===== src/hw/rtl/bmsd_pkg.sv =====
// ---------------------------------------------------------------------------
// bmsd_pkg
// Types, codes and small helpers shared by the bank select RAM board.
// ---------------------------------------------------------------------------
package bmsd_pkg;

   localparam int LIVE_W    = 10;  // width of the bank live flags
   localparam int NCOUNT_W  = 4;   // width of a bank count
   localparam int CSR_IDX_W = 3;
   localparam int CSR_DAT_W = 8;

   // Bus commands.
   localparam logic [2:0] CMD_MEM_READ  = 3'd0;
   localparam logic [2:0] CMD_MEM_WRITE = 3'd1;
   localparam logic [2:0] CMD_IO_WRITE  = 3'd2;
   localparam logic [2:0] CMD_BUS_RESET = 3'd3;

   // Decode styles.
   localparam logic [1:0] STYLE_ONEHOT = 2'd0;
   localparam logic [1:0] STYLE_MASK   = 2'd1;
   localparam logic [1:0] STYLE_TOGGLE = 2'd2;
   localparam logic [1:0] STYLE_PAGE   = 2'd3;

   // Common region settings.
   localparam logic [1:0] PART_NONE = 2'd0;
   localparam logic [1:0] PART_16K  = 2'd1;
   localparam logic [1:0] PART_32K  = 2'd2;

   // Phantom handling.
   localparam logic [1:0] PHANTOM_IGNORE     = 2'd0;
   localparam logic [1:0] PHANTOM_DROP_READS = 2'd1;

   // Register indexes.
   localparam logic [CSR_IDX_W-1:0] REG_CARD_TYPE     = 3'd0;
   localparam logic [CSR_IDX_W-1:0] REG_SELECT_PORT   = 3'd1;
   localparam logic [CSR_IDX_W-1:0] REG_BANK_COUNT    = 3'd2;
   localparam logic [CSR_IDX_W-1:0] REG_PARTITION     = 3'd3;
   localparam logic [CSR_IDX_W-1:0] REG_PHANTOM_HONOR = 3'd4;

   localparam logic [7:0]  ONEHOT_KEEP    = 8'hBF;
   localparam logic [7:0]  TOGGLE_KEEP    = 8'hFE;
   localparam logic [7:0]  TOGGLE_OFF     = 8'h01;
   localparam logic [15:0] COMMON_BASE_16K = 16'hC000;
   localparam logic [15:0] COMMON_BASE_32K = 16'h8000;
   localparam logic [7:0]  IDLE_DATA      = 8'hFF;
   localparam logic [7:0]  SELECT_PORT_RST = 8'h40;
   localparam logic [NCOUNT_W-1:0] BANK_COUNT_RST = 4'd1;
   localparam logic [LIVE_W-1:0]   LIVE_RST = 10'd1;

   typedef struct packed {
      logic [2:0]  command;
      logic [15:0] address;
      logic [7:0]  write_data;
      logic        phantom;
   } req_type;

   typedef struct packed {
      logic                responds;
      logic [7:0]          read_data;
      logic                bus_fight;
      logic                select_rejected;
      logic [LIVE_W-1:0]   active_mask;
   } rsp_type;

   typedef struct packed {
      logic [1:0]          card_type;
      logic [7:0]          select_port;
      logic [NCOUNT_W-1:0] bank_count;
      logic [1:0]          partition;
      logic [1:0]          phantom_honor;
   } cfg_type;

   typedef struct packed {
      logic              rejected;
      logic [LIVE_W-1:0] live_next;
   } sel_type;

   // Bank count clipped to the range that the decode style can address.
   function automatic logic [NCOUNT_W-1:0] style_count(input logic [1:0] style,
                                                       input logic [NCOUNT_W-1:0] count);
      logic [NCOUNT_W-1:0] cap;
      logic [NCOUNT_W-1:0] n;
      unique case (style)
         STYLE_ONEHOT: cap = 4'd8;
         STYLE_MASK:   cap = 4'd8;
         STYLE_TOGGLE: cap = 4'd6;
         default:      cap = 4'd10;
      endcase
      n = (count == '0) ? 4'd1 : count;
      if (n > cap) begin
         n = cap;
      end
      return n;
   endfunction

   // Bit i set for every bank index below n.
   function automatic logic [LIVE_W-1:0] low_mask(input logic [NCOUNT_W-1:0] n);
      logic [LIVE_W-1:0] m;
      for (int i = 0; i < LIVE_W; i++) begin
         m[i] = (NCOUNT_W'(i) < n);
      end
      return m;
   endfunction

   function automatic logic [LIVE_W-1:0] bank_bit(input logic [NCOUNT_W-1:0] idx);
      return LIVE_W'(1) << idx;
   endfunction

endpackage


===== src/hw/rtl/bmsd_select.sv =====
// ---------------------------------------------------------------------------
// bmsd_select
// Decodes a select port byte into the next bank live flags.
// ---------------------------------------------------------------------------
module bmsd_select (
   input  logic [1:0]                          card_type,
   input  logic [bmsd_pkg::NCOUNT_W-1:0]       bank_n,
   input  logic [7:0]                          sel_byte,
   input  logic [bmsd_pkg::LIVE_W-1:0]         live,
   output bmsd_pkg::sel_type                   sel
);
   import bmsd_pkg::*;

   logic [7:0]          oh_bits;
   logic [2:0]          oh_pos;
   logic                oh_ok;
   logic [7:0]          tg_bits;
   logic [2:0]          tg_pos;
   logic [NCOUNT_W-1:0] tg_bank;
   logic                tg_ok;

   always_comb begin
      oh_bits = sel_byte & ONEHOT_KEEP;
      oh_pos  = '0;
      for (int i = 0; i < 8; i++) begin
         if (oh_bits[i]) begin
            oh_pos = 3'(i);
         end
      end
      oh_ok = $onehot(oh_bits) && ({1'b0, oh_pos} < bank_n);
   end

   // Bits 7..1 name bank b-1; bit 0 chooses on (low) or off (high).
   always_comb begin
      tg_bits = sel_byte & TOGGLE_KEEP;
      tg_pos  = '0;
      for (int i = 1; i < 8; i++) begin
         if (tg_bits[i]) begin
            tg_pos = 3'(i);
         end
      end
      tg_bank = {1'b0, tg_pos} - NCOUNT_W'(1);
      tg_ok   = $onehot(tg_bits) && (tg_bank < bank_n);
   end

   always_comb begin
      sel.rejected  = 1'b0;
      sel.live_next = live;
      unique case (card_type)
         STYLE_ONEHOT: begin
            if (oh_ok) begin
               sel.live_next = bank_bit({1'b0, oh_pos});
            end else begin
               sel.rejected = 1'b1;
            end
         end
         STYLE_MASK: begin
            sel.live_next = {{(LIVE_W-8){1'b0}}, sel_byte} & low_mask(bank_n);
         end
         STYLE_TOGGLE: begin
            if (!tg_ok) begin
               sel.rejected = 1'b1;
            end else if ((sel_byte & TOGGLE_OFF) == '0) begin
               sel.live_next = live | bank_bit(tg_bank);
            end else begin
               sel.live_next = live & ~bank_bit(tg_bank);
            end
         end
         default: begin
            if (sel_byte < {4'b0, bank_n}) begin
               sel.live_next = bank_bit(sel_byte[NCOUNT_W-1:0]);
            end else begin
               sel.rejected = 1'b1;
            end
         end
      endcase
   end

endmodule


===== config.mk =====
export PLATFORM = sky130hd
export DESIGN_NAME = bmsd_select
export DESIGN_NICKNAME = d
export VERILOG_FILES = /design/src/hw/rtl/bmsd_pkg.sv /design/src/hw/rtl/bmsd_select.sv
export SDC_FILE = /design/constraint.sdc
export NUM_CORES = 1
export LEC_CHECK = 0
export ABC_AREA = 1
export BUFFER_PORTS_ARGS = -buffer_cell sky130_fd_sc_hd__buf_2
export CAP_MARGIN = 20
export CORE_MARGIN = 1
export CORE_UTILIZATION = 64
export DETAILED_ROUTE_END_ITERATION = 10
export GPL_TIMING_DRIVEN = 1
export PLACE_DENSITY = 0.91
export SETUP_SLACK_MARGIN = 0.15
export SYNTH_ARGS = -nofsm -noshare
export SYNTH_HDL_FRONTEND = slang
export SYNTH_SLANG_ARGS = --single-unit

===== constraint.sdc =====
create_clock -name vclk -period 8.5
set_input_delay 1.275 -clock vclk [all_inputs]
set_output_delay 1.275 -clock vclk [all_outputs]
set_load 0.1 [all_outputs]

==> results.json <==
{
  "yosys_warnings": 0,
  "cp_slowest_cell": "fa_1",
  "hold_class": "in2out",
  "worstSetupPathType": "in2out",
  "hold_buffers": 0,
  "period_minus_slack_ns": 6.011,
  "utilization_pct": 75.45,
  "yosysTopAreaCell": "ha_1",
  "grt_pass1_vias": 1775,
  "worst_path_most_repeated_cell": "fa_1",
  "detail_route.wl_per_cell_um": 12.87,
  "p_leak_nw": 1.083,
  "die_h_um": 53.43,
  "vias": 2037,
  "antenna_found_initial": 0,
  "crit_path_max_incr_delay_ns": 0.46,
  "synth_area_mm2": 0.001693,
  "synth_cells": 298,
  "ctsResizeCount": 0,
  "io_pins": 35,
  "cp_max_fo": 12,
  "min_to": "sel[8]",
  "drive_gt1_share_pct": 15.20,
  "rsz0062_at_grt": "no",
  "cp-start-kind": "primary input",
  "grt_use_total_pct": 34.93,
  "power.internal_w": 0.00004619,
  "syn_nets": 352,
  "gp_congestion": 0.9580,
  "routed_wl_um": 4619,
  "slew_headroom_pct": 53.26,
  "nNetsFinal": 385,
  "yosys-top-cells-count": "80 x nand2_1, 49 x nand3_1, 46 x inv_1, 27 x nor2_1, 24 x ha_1",
  "syn_area_per_cell_um2": 5.681,
  "p_clk_share_pct": 0,
  "tns_ns": 0,
  "num_rows": 18,
  "numPortBuffers": 35,
  "fin_crit_sh_pct": 70.71,
  "antenna_cells": 0,
  "p_seq_share_pct": 0,
  "hold_path_depth": 4,
  "syn2layout_area_growth_pct": 10.42,
  "cts_setup_buffers": 0,
  "hold_viol": 0,
  "drt_iter0_drc": 107,
  "antenna_left": 0,
  "vias_per_cell": 5.674,
  "yosysUniqueCellTypes": 29,
  "synth_top_area_share_pct": 17.74,
  "fillers": 227,
  "overflow": 0,
  "dpl.hpwl_um": 3960,
  "hp-start": "live[8]",
  "grt_max_degree": 17,
  "end_kind": "output pin",
  "timing.critical_path.buf_inv": 3,
  "final-setup-viol-count": 0,
  "drc": 0,
  "critical_path_arrival_ns": 4.74,
  "start_util_pct": 68.33,
  "p_sw_w": 0.0001343,
  "nClkBuffers": 0,
  "ys_seq_area_share_pct": 0,
  "path_cells": "buf_2 > inv_1 > ha_1 > fa_1 > fa_1 > fa_1 > nor2_1 > a21oi_1 > nor3_2 > nand3_2 > nor3_1 > nor2_1 > nand3_1 > buf_2",
  "irDropWorstVdd_mv": 0.1031,
  "path_delay_family": "adder cells",
  "status": "finished, final reports clean",
  "cp.required_ns": 7.22,
  "max_clock_freq_ghz": 0.1664,
  "pwr-share-comb_pct": 100.0,
  "multiInputGateArea_mm2": 0.001473,
  "cap_violations": 0,
  "p_total_w": 0.0001805,
  "swShare_pct": 74.40,
  "drv_slew": 0,
  "p_per_area_mw_per_mm2": 96.54,
  "max_slew.worst_pin.slew_ns": 0.6986,
  "regArea_um2": 0,
  "grt_pass1_wl_um": 7383,
  "synth_area_leaders": "ha_1 18%, nand2_1 18%, nand3_1 14%",
  "die-area_mm2": 0.002855,
  "synthMostInstantiatedCell": "nand2_1",
  "dr.pass1.iters": 5,
  "seq_cells": 0,
  "holdWs_ns": 3.091,
  "coreArea_mm2": 0.002477,
  "die_x_um": 53.43
}
==> layout make-up <==
class	count	area share [%]
Inverter	49	9.839
Multi-Input combinational cell	245	78.78
Tap cell	30	2.008
Timing Repair Buffer	35	9.371
==> power by group through the flow <==
stage	registers, W	clock network (W)	logic, W
after floorplan	0	0	0.000143
after global placement	0	0	0.000175
after detailed placement	0	0	0.000179
after CTS	0	0	0.000179
after global routing	0	0	0.000198
final	0	0	0.000180
==> stage by stage <==
| stage | setup WS (ns) | cells | instance area [um2] |
|---|---|---|---|
| after floorplan | 2.751 | 298 | 1693 |
| after global routing | 2.324 | 359 | 1869 |
| after CTS | 2.523 | 359 | 1869 |
| final | 2.489 | 359 | 1869 |
| after global placement | 2.648 | 359 | 1869 |
| after detailed placement | 2.532 | 359 | 1869 |
==> logic make-up after synthesis <==
| family | after synthesis | share of synthesized area (%) |
|---|---|---|
| and+or+nand+nor | 190 | 53.22 |
| buffers and inverters | 53 | 13.01 |
| AOI/OAI and AO/OA | 25 | 8.943 |
| adders and majority gates | 30 | 24.83 |
==> cell usage in the layout (no fill, tap or decap), drive strengths merged <==
cell type	instances
a22oi	2
o21ai	4
o31ai	1
nor2	29
clkinv	1
inv	48
nand3b	2
buf	35
nand3	51
fa	6
o211ai	3
nor3	7
a21oi	11
a32oi	1
nand4	13
nand2	88
ha	24
a21boi	2
o21bai	1
==> layer usage <==
metal / global-route usage [%] / part of all wire, % / up-vias
met4: 8.772 / 2.2 / 0
met3: 2.586 / 6.9 / 12
met2: 62.71 / 47 / 86
met1: 44.05 / 43 / 898
li1: - / - / 1041
met5: 0 / 0 / -
==> worst max-delay path by stage <==
stage,from,to,cells past startpoint
after floorplan,sel_byte[2],sel[0],14
after global placement,sel_byte[2],sel[5],14
after detailed placement,sel_byte[2],sel[5],14
after CTS,sel_byte[2],sel[5],14
after global routing,sel_byte[2],sel[5],20
final,sel_byte[2],sel[5],14
(Power assumes the default switching activity.)
